`src/gas_alarm_div.sv`:
```
// ---------------------------------------------------------------------------
// gas alarm divider
// Unsigned restoring divider, one quotient bit per cycle.
// ---------------------------------------------------------------------------
module gas_alarm_div #(
  parameter int NW = 48,
  parameter int DW = 32
) (
  input  logic          clk,
  input  logic          rst,
  input  logic          start,
  input  logic [NW-1:0] num,
  input  logic [DW-1:0] den,
  output logic          done,
  output logic [NW-1:0] quo
);
  localparam int CW = $clog2(NW + 1);

  logic [NW-1:0] nsh;
  logic [DW:0]   rem;
  logic [DW-1:0] dreg;
  logic [CW-1:0] cnt;
  logic          busy;
  logic [DW:0]   trial;
  logic [DW+1:0] diff;

  assign trial = {rem[DW-1:0], nsh[NW-1]};
  assign diff  = {1'b0, trial} - {2'b00, dreg};

  always_ff @(posedge clk) begin
    done <= 1'b0;
    if (rst) begin
      busy <= 1'b0;
    end else if (start) begin
      busy <= 1'b1;
      nsh  <= num;
      dreg <= den;
      rem  <= '0;
      quo  <= '0;
      cnt  <= CW'(NW);
    end else if (busy) begin
      nsh <= nsh << 1;
      if (!diff[DW+1]) begin
        rem <= diff[DW:0];
        quo <= {quo[NW-2:0], 1'b1};
      end else begin
        rem <= trial;
        quo <= {quo[NW-2:0], 1'b0};
      end
      cnt <= cnt - 1'b1;
      if (cnt == CW'(1)) begin
        busy <= 1'b0;
        done <= 1'b1;
      end
    end
  end
endmodule

```
`config.mk`:
```
export PLATFORM = sky130hd
export DESIGN_NAME = gas_alarm_div
export DESIGN_NICKNAME = d
export VERILOG_FILES = /design/src/gas_alarm_div.sv
export SDC_FILE = /design/constraint.sdc
export NUM_CORES = 1
export LEC_CHECK = 0
export ABC_AREA = 1
export BUFFER_PORTS_ARGS = -buffer_cell sky130_fd_sc_hd__buf_2
export CAP_MARGIN = 20
export CORE_ASPECT_RATIO = 1.5
export CORE_UTILIZATION = 55
export DETAILED_ROUTE_END_ITERATION = 10
export PLACE_DENSITY = 0.84
export SETUP_SLACK_MARGIN = 0.02
export SYNTH_ARGS = -nofsm -noshare
export SYNTH_HDL_FRONTEND = slang
export SYNTH_SLANG_ARGS = --single-unit
```
`constraint.sdc`:
```
create_clock -name clk -period 22.8 [get_ports clk]
set_input_delay 3.42 -clock clk [delete_from_list [all_inputs] [get_ports clk]]
set_output_delay 3.42 -clock clk [all_outputs]
set_load 0.1 [all_outputs]
```
# [After elaboration in Yosys (flattened, before gate mapping)]
# Index checks and enable logic that the tools add are counted.
[totals] reg_bits=168 latch_bits=0 mem_bits_rw=0 rom_bits=0 word_cells=27 n_memories=0
[classes] add_sub_neg=2 n_mul=0 div=0 magnitude_cmp=0 n_eq_ne=1 shifts=0 muxes=11 bitwise=2 n_reduce_logical=4
[op_table] cell="$mux W48" n=3
[op_table] cell="$mux W32" n=2
[op_table] cell="$sub A33 B32 Y34" n=1
[op_table] cell="$eq A6 B1 Y1 const B" n=1
[op_table] cell="$mux W6" n=1
[op_table] cell="$sub A6 B1 Y6 const B" n=1
[op_table] cell="$mux W1" n=5
[op_table] cell="$reduce_and A2 Y1" n=2
[op_table] cell="$reduce_or A3 Y1" n=1
[op_table] cell="$not A1 Y1" n=2
[op_table] cell="$reduce_bool A2 Y1" n=1

# [Logic depth before layout (Yosys ltp)]
[logic_depth] depth_word=4 mapped_depth=16 mapped_depth_nobuf=16

# [Worst setup path after synthesis]
# OpenSTA, ideal clock, no wires.
[synth_path] path_type="input port to flip-flop" from="in start" to="reg cnt[0] (enable)" arrival_ns=10.061 t_required_ns=22.125 setup_slack_ns=12.064 path_stages=3 path_cell_list="inv_1 > clkbuf_1 > a21oi_1"
[synth_between] elab_chain_len=2
[synth_rtl] element="start: declaration" line="11" text="input logic start,"
[synth_rtl] element="$reduce_bool A2 Y1 (no line)"
[synth_rtl] element="$reduce_and A2 Y1 (no line)"
[synth_rtl] element="end signal: assignment" line="40" text="cnt <= CW'(NW);"
[synth_rtl] element="end signal: assignment" line="50" text="cnt <= cnt - 1'b1;"
[synth_rtl] element="end: declaration" line="22" text="logic [CW-1:0] cnt;"
# No other way between the ends.
# A chain may end at the register's enable or synchronous reset.

# [Worst setup path in the final report]
[layout_path] from="in start" to="reg dreg[23] (enable)"
[layout_between] elab_chain_len=1
[layout_rtl] element="$reduce_and A2 Y1 (no line)"
[layout_rtl] element="end signal: assignment" line="37" text="dreg <= den;"
[layout_rtl] element="end: declaration" line="21" text="logic [DW-1:0] dreg;"
# No other way between the ends.

==> run metrics <==
Congestion Overflow GR=0; clock root cell=clkbuf_16; final setup TNS=0 ps; clk slew on worst S/H paths=70 ps; Area Overhead vs Synth=15.7%; GP Congestion=approximately 0.93; pwr dens=82.2 nW/um^2; Peak supply drop=0.0000619 V; final worst setup slack=17380 ps; vias in the first global route=7346; fraction of layout cells with a size suffix above 1=0.156; Initial Util=0.567; r2r startpoint=rem[18]; static leakage=5.67 nW; TritonRoute pass-1 iters=5; Final min period=5420 ps; post-synthesis register bit count=168; CTS Hold Bufs=0; setup bufs post-CTS=0; CTS tree=built; Post-Syn Area=9540 um^2; largest area contributor in the netlist=edfxtp_1; cells after synthesis=1169; htree depth=4; crit path from=start; IO Port Bufs=131; largest net degree at the start of global routing=102; global-route wire length before repair=approximately 34 mm; Max transition margin=0.320; Max Slew Vio Count=0; vias per std cell=4.96; Max Clock Skew=approximately 11 ps; number of top-level pins=132; Mapped Nets=1287; crit start category=input port; max_cap viols=0; worst path arrival time=5470 ps; worst min path class=flip-flop to flip-flop; Crit. End Element=flip-flop; diode count=0; slowest CP cell=nor2_4; clock latency on the worst-skew pair=430 ps; worst endpoint required time=22850 ps; Slew @ Worst Pin=about 1000 ps; Fillers=1376; most frequent cells in the layout=445 x nand2_1, 218 x inv_1, 166 x edfxtp_1; fin crit share=0.238; post-place setup slack=16910 ps; critical-path cell list=buf_2 > buf_4 > inv_2 > nor2_4; drt wl/cell=13.7 um; Die X=approximately 110 um; post-CTS sizing=0; CP max FO=101; clock sinks=168; DIE AREA=17900 um^2; status=finished, final reports clean; Final ANT Viol Nets=0; min-delay src=nsh[15]; Core Box Area=16800 um^2; fmax=184 MHz; Buf/Inv on CP=3; Hold Vio Cnt, Final=0; most common cell after layout, fill and taps aside=nand2_1; clk buf depth=2; Avg Cell Area, Syn=8.16 um^2; CTS buffer count=17; RSZ-0062 raised after global routing=false; final setup fails=0; routed wire length=around 21 mm; synth top area cells=edfxtp_1 52%, nand2_1 18%, inv_1 8.6%, nor2_1 5.2%, ha_1 4.5%; post-synth cell types=38; number of antenna violations at the first check in global routing=0; synth warn=0; DRC=0; Vias=~7500; sequential area share after synthesis=0.526; largest delay contributor family on the critical path=buffers and inverters; CP max stage delay=870 ps; critical setup path kind=input port to flip-flop; top cell type's share of synthesized area=0.522; cell row count=58; Overall Global Routing Usage=0.250; Initial DRC Count=just over 400; DP HPWL=15.0 mm; die height=163 um; # nets final=1417
stage by stage:
step	power, mW	instance area (um^2)	util	hold WS [ps]	cells
2_1_floorplan	0.554	9540	-	421	1169
3_3_place_gp	0.592	10400	0.617	495	1490
3_5_place_dp	0.596	10400	0.617	500	1490
4_1_cts	0.911	11000	0.656	521	1522
5_1_grt	0.948	11000	0.656	538	1522
6_report	0.907	11000	0.656	518	1522
per-layer routing:
metal	vias up	routed length, um	track usage
met5	-	0	0
met4	0	589	0.104
met3	40	1050	0.0575
met2	211	11100	0.445
met1	3450	8170	0.285
li1	3848	-	-
state kept, by name, summed over array words and instances, names as in the netlist:
signal  cells
dreg       32
rem        32
quo        48
busy        1
done        1
cnt         6
nsh        48
report_power, final:
group	internal [mW]	switching, mW	total [mW]
Clock	0.179	0.136	0.315
Sequential	0.369	0.00967	0.379
Combinational	0.0621	0.151	0.213
logic make-up after synthesis:
family                   count (synthesis)  share of synthesized area
flip-flops                             168                      0.526
adder cells (fa/ha/maj)                 35                     0.0467
buffers and inverters                  248                      0.102
AO/OA/AOI/OAI                           25                     0.0152
AND/OR/NAND/NOR                        678                      0.296
XOR/XNOR                                15                     0.0138
Yosys cell counts, drive strengths merged:
| library cell | count |
|---|---|
| a21oi | 20 |
| and2 | 4 |
| buf | 8 |
| clkbuf | 17 |
| clkinv | 2 |
| dfxtp | 2 |
| edfxtp | 166 |
| fa | 1 |
| ha | 34 |
| inv | 221 |
| nand2 | 456 |
| nand3 | 35 |
| nand3b | 20 |
| nand4 | 8 |
| nor2 | 148 |
| nor3 | 4 |
| nor4 | 1 |
| o21a | 1 |
| o21ai | 3 |
| o21bai | 1 |
| or2 | 2 |
| xnor2 | 1 |
| xor2 | 14 |
final timing paths:
path / slack, ps / endpoint / cells past startpoint
max: 17380 / dreg[23] / 4
min: 520 / nsh[16] / 2
max reg2reg: 20260 / rem[29] / 13
min reg2reg: 520 / nsh[16] / 2
area by class of cell:
type | count | area [um^2] | area share
Clock inverter | 15 | 225 | 0.0204
Tap cell | 210 | 263 | 0.0238
Inverter | 223 | 842 | 0.0763
Timing Repair Buffer | 136 | 693 | 0.0628
Clock buffer | 17 | 425 | 0.0385
Sequential cell | 168 | 5020 | 0.455
Multi-Input combinational cell | 753 | 3570 | 0.323
worst min-delay path, delay by kind of cell, from the launching register on:
kind	cells	cell delay [ps]
flip-flops	1	320
AND/OR/NAND/NOR	2	100
Note: power is estimated with default switching activity, not from simulation.
